### src/design/ppis_pkg.sv
`default_nettype none

package ppis_pkg;

    localparam int ERR_W   = 17;
    localparam int GAIN_W  = 24;
    localparam int LIMIT_W = 31;
    localparam int THR_W   = 17;
    localparam int DRIVE_W = 32;

    typedef enum logic [2:0] {
        REG_KP        = 3'd0,
        REG_KI        = 3'd1,
        REG_KD        = 3'd2,
        REG_INT_LIMIT = 3'd3,
        REG_OUT_LIMIT = 3'd4,
        REG_SEP_THR   = 3'd5
    } ppis_reg_idx_t;

    typedef struct packed {
        logic [GAIN_W-1:0]  proportional_gain;
        logic [GAIN_W-1:0]  integral_gain;
        logic [GAIN_W-1:0]  derivative_gain;
        logic [LIMIT_W-1:0] integral_limit;
        logic [LIMIT_W-1:0] output_limit;
        logic [THR_W-1:0]   separation_threshold;
    } ppis_cfg_t;

    typedef struct packed {
        logic               clear_state;
        logic signed [15:0] measured;
        logic signed [15:0] setpoint;
    } ppis_item_t;

    typedef struct packed {
        logic                      integral_excluded;
        logic                      drive_clamped;
        logic signed [DRIVE_W-1:0] drive;
    } ppis_result_t;

endpackage

`default_nettype wire

### src/design/ppis_cfg.sv
`default_nettype none

module ppis_cfg
    import ppis_pkg::*;
(
    input  wire logic               clk,
    input  wire logic               rst_n,
    input  wire logic               cfg_we,
    input  wire logic [2:0]         cfg_addr,
    input  wire logic [LIMIT_W-1:0] cfg_wdata,
    output ppis_cfg_t               cfg
);

    ppis_cfg_t cfg_reg;
    ppis_cfg_t cfg_next;

    always_comb
    begin
        cfg_next = cfg_reg;
        if (cfg_we)
        begin
            unique case (ppis_reg_idx_t'(cfg_addr))
                REG_KP:        cfg_next.proportional_gain    = cfg_wdata[GAIN_W-1:0];
                REG_KI:        cfg_next.integral_gain        = cfg_wdata[GAIN_W-1:0];
                REG_KD:        cfg_next.derivative_gain      = cfg_wdata[GAIN_W-1:0];
                REG_INT_LIMIT: cfg_next.integral_limit       = cfg_wdata;
                REG_OUT_LIMIT: cfg_next.output_limit         = cfg_wdata;
                REG_SEP_THR:   cfg_next.separation_threshold = cfg_wdata[THR_W-1:0];
                default:       cfg_next = cfg_reg;
            endcase
        end
    end

    always_ff @(posedge clk or negedge rst_n)
    begin
        if (!rst_n)
        begin
            cfg_reg.proportional_gain    <= '0;
            cfg_reg.integral_gain        <= '0;
            cfg_reg.derivative_gain      <= '0;
            cfg_reg.integral_limit       <= '0;
            cfg_reg.output_limit         <= '0;
            cfg_reg.separation_threshold <= '1;
        end
        else
        begin
            cfg_reg <= cfg_next;
        end
    end

    assign cfg = cfg_reg;

endmodule

`default_nettype wire

### src/design/ppis_core.sv
`default_nettype none

module ppis_core
    import ppis_pkg::*;
#(
    parameter int GAIN_FRAC_BITS = 12
)
(
    input  wire logic clk,
    input  wire logic rst_n,
    input  wire ppis_cfg_t  cfg,
    input  wire logic  fire,
    input  wire ppis_item_t item,
    output ppis_result_t result
);

    localparam int KW    = GAIN_W + 1;
    localparam int DE_W  = ERR_W + 1;
    localparam int P_W   = KW + ERR_W;
    localparam int D_W   = KW + DE_W;
    localparam int I_W   = P_W + 1;
    localparam int SUM_W = D_W + 3;

    logic signed [ERR_W-1:0]   prev_err_reg;
    logic signed [ERR_W-1:0]   prev_err_next;
    logic signed [DRIVE_W-1:0] integral_reg;
    logic signed [DRIVE_W-1:0] integral_next;

    logic signed [ERR_W-1:0] err;
    logic signed [DE_W-1:0]  derr;
    logic signed [P_W-1:0]   p_prod;
    logic signed [P_W-1:0]   i_prod;
    logic signed [D_W-1:0]   d_prod;
    logic signed [P_W-1:0]   p_term;
    logic signed [P_W-1:0]   i_term;
    logic signed [D_W-1:0]   d_term;
    logic signed [I_W-1:0]   i_cand;
    logic signed [I_W-1:0]   i_lim;
    logic signed [DRIVE_W-1:0] i_clamped;
    logic [ERR_W-1:0]        err_mag;
    logic                    excluded;
    logic signed [SUM_W-1:0] sum;
    logic signed [SUM_W-1:0] o_lim;

    always_comb
    begin
        err    = {item.setpoint[15], item.setpoint} - {item.measured[15], item.measured};
        derr   = {err[ERR_W-1], err} - {prev_err_reg[ERR_W-1], prev_err_reg};
        p_prod = P_W'($signed({1'b0, cfg.proportional_gain})) * P_W'(err);
        i_prod = P_W'($signed({1'b0, cfg.integral_gain})) * P_W'(err);
        d_prod = D_W'($signed({1'b0, cfg.derivative_gain})) * D_W'(derr);
        p_term = p_prod >>> GAIN_FRAC_BITS;
        i_term = i_prod >>> GAIN_FRAC_BITS;
        d_term = d_prod >>> GAIN_FRAC_BITS;

        i_cand = I_W'(integral_reg) + I_W'(i_term);
        i_lim  = $signed({{(I_W-LIMIT_W){1'b0}}, cfg.integral_limit});
        if (i_cand > i_lim)
            i_clamped = DRIVE_W'(i_lim);
        else if (i_cand < -i_lim)
            i_clamped = DRIVE_W'(-i_lim);
        else
            i_clamped = DRIVE_W'(i_cand);

        err_mag  = err[ERR_W-1] ? ERR_W'(-err) : ERR_W'(err);
        excluded = err_mag >= cfg.separation_threshold;

        sum = SUM_W'(p_term) + SUM_W'(d_term)
            + (excluded ? SUM_W'(0) : SUM_W'(i_clamped));
        o_lim = $signed({{(SUM_W-LIMIT_W){1'b0}}, cfg.output_limit});

        result.integral_excluded = excluded;
        if (sum > o_lim)
        begin
            result.drive         = DRIVE_W'(o_lim);
            result.drive_clamped = 1'b1;
        end
        else if (sum < -o_lim)
        begin
            result.drive         = DRIVE_W'(-o_lim);
            result.drive_clamped = 1'b1;
        end
        else
        begin
            result.drive         = DRIVE_W'(sum);
            result.drive_clamped = 1'b0;
        end

        prev_err_next = err;
        integral_next = i_clamped;

        if (item.clear_state)
        begin
            result        = '0;
            prev_err_next = '0;
            integral_next = '0;
        end
    end

    always_ff @(posedge clk or negedge rst_n)
    begin
        if (!rst_n)
        begin
            prev_err_reg <= '0;
            integral_reg <= '0;
        end
        else if (fire)
        begin
            prev_err_reg <= prev_err_next;
            integral_reg <= integral_next;
        end
    end

endmodule

`default_nettype wire

### src/design/position_pid_integral_separation.sv
// Channel   Direction  tdata                                tuser
// s_axis    in         [15:0] setpoint, [31:16] measured    [0] clear_state
// m_axis    out        [31:0] drive                         [0] drive_clamped,
//                                                            [1] integral_excluded
// cfg       in         cfg_wdata to register cfg_addr when cfg_we is high
//
// One beat per cycle sustained while m_axis_tready stays high; an input beat passes
// through the input register and then the result register. The combinational multiply,
// integral update and output clamp between those two registers set the rate.
// Reset clears the gains and limits to zero, the separation threshold to all ones,
// the stored integral and previous error to zero, and empties both registers.
// A stalled result holds; the input register takes one more beat while the result
// waits, then the input stalls.
`default_nettype none

module position_pid_integral_separation
    import ppis_pkg::*;
#(
    parameter int GAIN_FRAC_BITS = 12
)
(
    input  wire logic               clk,
    input  wire logic               rst_n,
    input  wire logic               s_axis_tvalid,
    output logic                    s_axis_tready,
    input  wire logic [31:0]        s_axis_tdata,   // [15:0] setpoint, [31:16] measured
    input  wire logic               s_axis_tuser,   // [0] clear_state
    output logic                    m_axis_tvalid,
    input  wire logic               m_axis_tready,
    output logic [DRIVE_W-1:0]      m_axis_tdata,   // [31:0] drive
    output logic [1:0]              m_axis_tuser,   // [0] drive_clamped, [1] integral_excluded
    input  wire logic               cfg_we,
    input  wire logic [2:0]         cfg_addr,
    input  wire logic [LIMIT_W-1:0] cfg_wdata
);

    ppis_cfg_t    cfg;
    ppis_item_t   in_item_reg;
    logic         in_valid_reg;
    ppis_result_t out_result_reg;
    logic         out_valid_reg;
    ppis_result_t result;
    logic         advance;
    logic         fire;

    ppis_cfg u_cfg (
        .clk       (clk),
        .rst_n     (rst_n),
        .cfg_we    (cfg_we),
        .cfg_addr  (cfg_addr),
        .cfg_wdata (cfg_wdata),
        .cfg       (cfg)
    );

    ppis_core #(
        .GAIN_FRAC_BITS (GAIN_FRAC_BITS)
    ) u_core (
        .clk    (clk),
        .rst_n  (rst_n),
        .cfg    (cfg),
        .fire   (fire),
        .item   (in_item_reg),
        .result (result)
    );

    assign advance       = !out_valid_reg || m_axis_tready;
    assign fire          = in_valid_reg && advance;
    assign s_axis_tready = !in_valid_reg || advance;

    always_ff @(posedge clk or negedge rst_n)
    begin
        if (!rst_n)
        begin
            in_valid_reg  <= 1'b0;
            out_valid_reg <= 1'b0;
        end
        else
        begin
            if (s_axis_tready)
                in_valid_reg <= s_axis_tvalid;
            if (advance)
                out_valid_reg <= in_valid_reg;
        end
    end

    always_ff @(posedge clk)
    begin
        if (s_axis_tvalid && s_axis_tready)
        begin
            in_item_reg.setpoint    <= s_axis_tdata[15:0];
            in_item_reg.measured    <= s_axis_tdata[31:16];
            in_item_reg.clear_state <= s_axis_tuser;
        end
        if (fire)
            out_result_reg <= result;
    end

    assign m_axis_tvalid = out_valid_reg;
    assign m_axis_tdata  = out_result_reg.drive;
    assign m_axis_tuser  = {out_result_reg.integral_excluded, out_result_reg.drive_clamped};

endmodule

`default_nettype wire

### config.mk
export PLATFORM = sky130hd
export DESIGN_NAME = position_pid_integral_separation
export DESIGN_NICKNAME = d
export VERILOG_FILES = /design/src/design/ppis_pkg.sv /design/src/design/ppis_cfg.sv /design/src/design/ppis_core.sv /design/src/design/position_pid_integral_separation.sv
export SDC_FILE = /design/constraint.sdc
export NUM_CORES = 2
export LEC_CHECK = 0
export ABC_AREA = 1
export BUFFER_PORTS_ARGS = -buffer_cell sky130_fd_sc_hd__buf_2
export CORE_MARGIN = 3
export CORE_UTILIZATION = 30
export CTS_CLUSTER_SIZE = 12
export DETAILED_ROUTE_END_ITERATION = 10
export HOLD_SLACK_MARGIN = 0.12
export RECOVER_POWER = 25
export SLEW_MARGIN = 20
export SYNTH_ARGS = -nofsm -noshare
export SYNTH_HDL_FRONTEND = slang
export SYNTH_HIERARCHICAL = 1
export SYNTH_SLANG_ARGS = --single-unit
### constraint.sdc
create_clock -name clk -period 15.9 [get_ports clk]
set_input_delay 2.385 -clock clk [delete_from_list [all_inputs] [get_ports clk]]
set_output_delay 2.385 -clock clk [all_outputs]
set_load 0.05 [all_outputs]
Word level (Yosys, flattened, before mapping)
Index checks and enable logic that the tools add are counted.
{"block": "totals", "regBits": 269, "latchBits": 0, "mem_bits_rw": 0, "mem_bits_ro": 0, "elab_cells": 60, "memories": 0}
{"block": "classes", "add_sub_neg": 8, "multipliers": 3, "div_mod_pow": 0, "magnitude_cmp": 5, "n_eq_ne": 5, "n_shift": 0, "mux": 8, "bitwise": 0, "n_reduce_logical": 14}
{"cell": "2-to-1 mux 32 bit", "n": 3}
{"cell": "multiplier 25 x 17 -> 42 bit", "n": 2}
{"cell": "2-to-1 mux 33 bit", "n": 2}
{"cell": "adder 46 bit", "n": 1}
{"cell": "> comparator 46 x 32 -> 1 bit", "n": 1}
{"cell": "less-than comparator 46 bit", "n": 1}
{"cell": "2-to-1 mux 46 bit", "n": 1}
{"cell": "negator 31 -> 46 bit", "n": 1}
{"cell": "> comparator 43 x 32 -> 1 bit", "n": 1}
{"cell": "less-than comparator 43 bit", "n": 1}
{"cell": "multiplier 25 x 18 -> 43 bit", "n": 1}
{"cell": "negator 31 -> 43 bit", "n": 1}
{"cell": "2-to-1 mux 17 bit", "n": 2}
{"cell": "adder 32 x 30 -> 33 bit", "n": 1}
{"cell": "adder 30 x 31 -> 32 bit", "n": 1}
{"cell": "subtractor 17 x 17 -> 18 bit", "n": 1}
{"cell": ">= comparator 17 bit", "n": 1}
{"cell": "negator 17 bit", "n": 1}
{"cell": "subtractor 16 x 16 -> 17 bit", "n": 1}
{"cell": "AND reduction 2 bit", "n": 6}
{"cell": "== test 3 x 2 -> 1 bit, second input constant", "n": 2}
{"cell": "== test 3 bit, second input constant", "n": 2}
{"cell": "== test 3 x 1 -> 1 bit, second input constant", "n": 1}
{"cell": "logical NOT 3 bit", "n": 1}
{"cell": "4 further kinds", "n": 7}

Depth between registers and ports, before layout
{"block": "logic_depth", "ltp_word": 11, "depth_mapped": 101}

Hierarchy
The synthesis kept the hierarchy.
{"module": "ppis_core", "instances": 1, "cells_each": 7501, "area_per_inst_um2": 55508.2, "seq_area_each_um2": 1226.2}
{"module": "ppis_cfg", "instances": 1, "cells_each": 664, "area_per_inst_um2": 5918.2, "seq_area_each_um2": 3799.9}
{"module": "position_pid_integral_separation", "instances": 1, "cells_each": 79, "area_per_inst_um2": 2107.0, "seq_area_each_um2": 2062.0}

Worst setup path before layout
No wires, ideal clock.
{"block": "synth_timing", "kind": "flip-flop to flip-flop", "from": "register in_item_reg[6] (netlist name)", "to": "register out_result_reg (netlist bit m_axis_tdata[23]) (data pin)", "setup_time_ns": 0.249, "t_arrival_ns": 14.064, "required_ns": 15.651, "setup_slack_ns": 1.587, "path_stages_with_launch": 89, "period_less_slack_ns": 14.313, "cell_sequence": "edfxtp_1 > ha_1 > a21oi_1 > nor2_1 > a211oi_1 > nand3_1 > nand2_1 > nand2_1 > nand2_1 > nand2_1 > nand3_1 > nand2_1 > or2_2 > nand2_1 > clkbuf_1 > clkbuf_1 > nor2_1 > fa_1 > [53 not listed] > xnor2_1 > ha_1 > nand2_1 > nor4_1 > nand4_1 > nand2_1 > nand2_1 > nor2_1 > nand3_1 > nor2_1 > nor2_2 > nand2_2 > nand2_1 > buf_4 > nand3_1 > nand3_1 > nand2_1 > inv_1"}
{"block": "synth_between", "elab_chain_cells": 11, "elab_cells_between_ends": 20}
{"item": "start: declaration", "line_no": "position_pid_integral_separation.sv:38", "source": "ppis_item_t in_item_reg;"}
{"item": "subtractor 16 x 16 -> 17 bit *", "line_no": "ppis_core.sv:47", "source": "err = {item.setpoint[15], item.setpoint} - {item.measured[15], item.measured};"}
{"item": "multiplier 25 x 17 -> 42 bit", "line_no": "ppis_core.sv:50", "source": "i_prod = P_W'($signed({1'b0, cfg.integral_gain})) * P_W'(err);"}
{"item": "adder 32 x 30 -> 33 bit", "line_no": "ppis_core.sv:56", "source": "i_cand = I_W'(integral_reg) + I_W'(i_term);"}
{"item": "less-than comparator 43 bit", "line_no": "ppis_core.sv:60", "source": "else if (i_cand < -i_lim)"}
{"item": "2-to-1 mux 32 bit", "line_no": "ppis_core.sv:60"}
{"item": "2-to-1 mux 32 bit", "line_no": "ppis_core.sv:58", "source": "if (i_cand > i_lim)"}
{"item": "2-to-1 mux 46 bit", "line_no": "ppis_core.sv:69", "source": "+ (excluded ? SUM_W'(0) : SUM_W'(i_clamped));"}
{"item": "adder 46 bit *", "line_no": "ppis_core.sv:69"}
{"item": "less-than comparator 46 bit", "line_no": "ppis_core.sv:78", "source": "else if (sum < -o_lim)"}
{"item": "2-to-1 mux 33 bit", "line_no": "ppis_core.sv:78"}
{"item": "2-to-1 mux 33 bit *", "line_no": "ppis_core.sv:73", "source": "if (sum > o_lim)"}
{"item": "end signal: assignment", "line_no": "position_pid_integral_separation.sv:95", "source": "out_result_reg <= result;"}
{"item": "end: declaration", "line_no": "position_pid_integral_separation.sv:40", "source": "ppis_result_t out_result_reg;"}
Mark *: on every way between the ends. The rest lies on a longest branch, timed or not.
A chain may end at the register's enable or synchronous reset.

Worst setup path in the final report
{"block": "layout_timing", "from": "register in_item_reg[6] (netlist name)", "to": "register out_result_reg (netlist bit m_axis_tdata[1]) (data pin)"}
The elaborated chain is that of the path after synthesis.

==> reports/summary.log <==
INFO  run_status     status=finished, violations left
INFO  run_status     failed_checks=capacitance limit, slew limit
INFO  setup_path     timing.critical_path.slowest_cell_delay=0.52ns
INFO  synthesis      synth-warning-count=6
INFO  placement      gp_congestion=0.9830
INFO  finish         layout.cell_area.non_filler=70,950µm²
INFO  timing         timing.final.crit_period=15.46ns
INFO  setup_path     setup.worst_path.class=register to register
INFO  detailed_routing dr.first_iter.drc_count=4,199
INFO  synthesis      postSynth.topFlopCell=sky130_fd_sc_hd__dfrtp_1
INFO  setup_path     cp_slowest_cell=sky130_fd_sc_hd__or4_1
INFO  cts            cts-htree-levels=2
INFO  setup_path     timing.reg2reg.worst_path_depth=84
INFO  timing         final_hold_fails=0
INFO  setup_path     reg2reg_slack=0.44ns
INFO  cts            clkSlewWorstSetupHoldPaths=0.06ns
INFO  finish         layout_common_cells=sky130_fd_sc_hd__nand2_1 (1,921), sky130_fd_sc_hd__inv_1 (1,740), sky130_fd_sc_hd__fa_1 (1,037)
INFO  finish         area.growth.synth_to_final=11.67%
INFO  detailed_routing antenna_violating_nets_post_route=0
INFO  detailed_routing post-route-drc-count=0
INFO  setup_path     critPathLaunchType=register
INFO  setup_path     timing.critical_path.to_type=register
INFO  cts            worst_skew_pair.late_latency=0.60ns
INFO  synthesis      synthesis.instances=8,244
INFO  flow_run       drv_cap=2
INFO  global_route   maximum_number_of_pins_on_one_net_before_global_route_repair=88
INFO  placement      port-buffer-count=107
INFO  global_route   grt_ovf=0
INFO  synthesis      synth_top_cell_area_share=0.3286
INFO  die            start_util=0.3026
INFO  timing         final-max-slew-violation-count=140
INFO  cts            largest_buffer_count_on_any_clock_path=3
INFO  finish         largest_register_ff_count=151
INFO  global_route   grt_antenna_before_repair=5
INFO  setup_path     worstPathMaxFanout=16
INFO  placement      post-dp-hpwl=184,100µm
INFO  worst_hold_path min-delay-path-class=register to register
INFO  worst_hold_path min_to=u_cfg/cfg[14]$_DFFE_PN1P_
INFO  cts            cts_root_buffer=sky130_fd_sc_hd__clkbuf_16
INFO  finish         finalCoreUtilization=0.3379
INFO  timing         timing.hold.ws=0.4707ns
INFO  finish         final_layout_size_suffix_gt1_frac=0.08938
INFO  detailed_routing wl_per_cell=20.17µm
INFO  die            core-area=210,000µm²
INFO  worst_hold_path min_from=u_cfg/cfg[14]$_DFFE_PN1P_
INFO  synthesis      synth.distinct_cells=64
INFO  setup_path     ff_to_ff_end=m_axis_tdata[1]$_DFFE_PP_
INFO  timing         relative_slew_slack=-2.692
INFO  setup_path     worstPathRequired=16.26ns
INFO  cts            clock_tree_from_tritoncts=yes
INFO  worst_hold_path worst_hold_path.num_cells=2
INFO  synthesis      most_area_hungry_cell_type_in_the_yosys_netlist=sky130_fd_sc_hd__fa_1
INFO  timing         finClkSkew=0.03407ns
INFO  synthesis      syn_nets=10,030
INFO  timing         tightest_slew=5.538ns
INFO  global_route   grt_pass1_wl=348,700µm
INFO  synthesis      syn_area=63,530µm²
INFO  die            io_pins=108
INFO  synthesis      netlist_top_cells_area=sky130_fd_sc_hd__fa_1 (33%), sky130_fd_sc_hd__ha_1 (13%), sky130_fd_sc_hd__nand2_1 (12%)
INFO  timing         post-route-period-util=0.9724
INFO  detailed_routing first_pass_iters=8
INFO  finish         final_net_count=10,150
INFO  synthesis      synth.yosys.seq_area_share=0.1116
INFO  setup_path     worst-endpoint-arrival=15.82ns
INFO  timing         final.setup.tns=0ns
INFO  setup_path     crit-reg2reg-launch=in_item_reg[6]$_DFFE_PP_
INFO  timing         setup_viol_count_final=0
INFO  cts            cts_sinks=269
INFO  die            die_x=466.2µm
INFO  global_route   number_of_global_route_vias_before_repair=58,360
INFO  die            die-area=217,300µm²
INFO  placement      placed_cell_area=68,140µm²
INFO  detailed_routing avgViaCountPerCell=4.975
INFO  synthesis      post_synth.cell_area_avg=7.707µm²
INFO  die            floorplan.rows=168
INFO  synthesis      synth-edff-count=67
INFO  synthesis      ys_seq_elements=269
INFO  finish         layout.cells.most_common=sky130_fd_sc_hd__nand2_1
INFO  detailed_routing route.vias.total=55,720
INFO  synthesis      postSynth.asyncResetShare=0.7509
INFO  setup_path     crit_path_frequent_cell=sky130_fd_sc_hd__inv_1
INFO  detailed_routing route.final.wire_length=225,900µm
INFO  global_route   grt.total_usage=0.2070
INFO  cts            holdBufCountCts=0
INFO  die            dieHeight=466.2µm
INFO  cts            cts-buffers-inserted=37
INFO  timing         maxClockFrequency=64.68MHz
-- logic make-up after synthesis --
kind of cell,share of synthesized area
simple gates,0.2176
buf+inv,0.1245
fa+ha+maj,0.4610
compound gates,0.05607
flops,0.1116
xor+xnor,0.02936
-- layout make-up --
class,instances,area (µm²)
multi-input combinational,5909,49750
sequential,269,7088
clock buffer,44,1005
inverter,1787,6733
antenna,4,10.01
clock inverter,23,191.4
fill,22090,139000
tap,2805,3510
timing repair inverter,1,7.507
timing repair buffer,358,2650
-- per-stage QoR --
step	instances	setup WS, ns
after floorplan	8244	1.587
after global placement	11090	-0.02914
after detailed placement	11090	-0.3015
after CTS	11150	0.01227
after global routing	11200	-0.1665
final	11200	0.4385
-- how the worst max path moves through the flow --
stage | from | endpoint | slack [ns] | cells after the start
3_3_place_gp | in_item_reg[2]$_DFFE_PP_ | m_axis_tdata[9]$_DFFE_PP_ | -0.03 | 89
4_1_cts | in_item_reg[2]$_DFFE_PP_ | m_axis_tdata[2]$_DFFE_PP_ | 0.01 | 93
3_5_place_dp | in_item_reg[6]$_DFFE_PP_ | m_axis_tdata[2]$_DFFE_PP_ | -0.30 | 90
5_1_grt | in_item_reg[6]$_DFFE_PP_ | m_axis_tdata[24]$_DFFE_PP_ | -0.17 | 83
6_report | in_item_reg[6]$_DFFE_PP_ | m_axis_tdata[1]$_DFFE_PP_ | 0.44 | 84
2_1_floorplan | in_item_reg[6]$_DFFE_PP_ | m_axis_tdata[23]$_DFFE_PP_ | 1.59 | 88
-- layer usage --
layer  up-vias  GRT usage  routed length (µm)
met2      2038     0.3485              107300
met5         -          0                   0
li1      25250          -                   -
met1     27950     0.2660               92630
met3       481    0.02280               13670
met4         0    0.09610               12320
-- synth_stat cells, types with 8 or more instances --
cell type and instances:
sky130_fd_sc_hd__ha_1 672, sky130_fd_sc_hd__buf_1 43, sky130_fd_sc_hd__xor2_1 145, sky130_fd_sc_hd__nor4_1 21, sky130_fd_sc_hd__nor2_1 714, sky130_fd_sc_hd__inv_2 26, sky130_fd_sc_hd__or2_2 18, sky130_fd_sc_hd__buf_2 47
sky130_fd_sc_hd__o221ai_1 10, sky130_fd_sc_hd__a31oi_1 30, sky130_fd_sc_hd__o22ai_1 16, sky130_fd_sc_hd__a211oi_1 8, sky130_fd_sc_hd__dfrtp_1 185, sky130_fd_sc_hd__clkinv_1 13, sky130_fd_sc_hd__nor3_1 52, sky130_fd_sc_hd__nand2_2 25
sky130_fd_sc_hd__nand4_1 39, sky130_fd_sc_hd__inv_1 1748, sky130_fd_sc_hd__dfstp_2 17, sky130_fd_sc_hd__a21oi_1 312, sky130_fd_sc_hd__nand3_1 453, sky130_fd_sc_hd__xnor2_1 68, sky130_fd_sc_hd__a21o_1 22, sky130_fd_sc_hd__nand2_1 1960
sky130_fd_sc_hd__o21ai_1 8, sky130_fd_sc_hd__edfxtp_1 67, sky130_fd_sc_hd__fa_1 1043, sky130_fd_sc_hd__clkbuf_1 168, sky130_fd_sc_hd__nand3_2 17, sky130_fd_sc_hd__o21ai_0 156, sky130_fd_sc_hd__nor2_2 11, sky130_fd_sc_hd__o21a_1 11
sky130_fd_sc_hd__nand3b_1 11, sky130_fd_sc_hd__o211ai_1 12, sky130_fd_sc_hd__buf_4 17
-- worst max-delay path: cells and delay by family, from the launching register on --
kind / cells / cell delay (ns)
flops: 1 / 0.41
fa+ha+maj: 13 / 5.24
simple gates: 32 / 4.07
compound gates: 21 / 3.52
buf+inv: 15 / 1.53
xor+xnor: 3 / 0.41
-- what timing repair did --
action / CTS / global route
gates resized for setup: 8 / 265
setup buffers: 0 / 37
gates cloned: 0 / 7
pin swaps: 0 / 77
endpoints found under the setup margin: 33 / 33
Power is not shown: default switching activity piles up to over one toggle a cycle in this logic, so the estimate is an artifact.
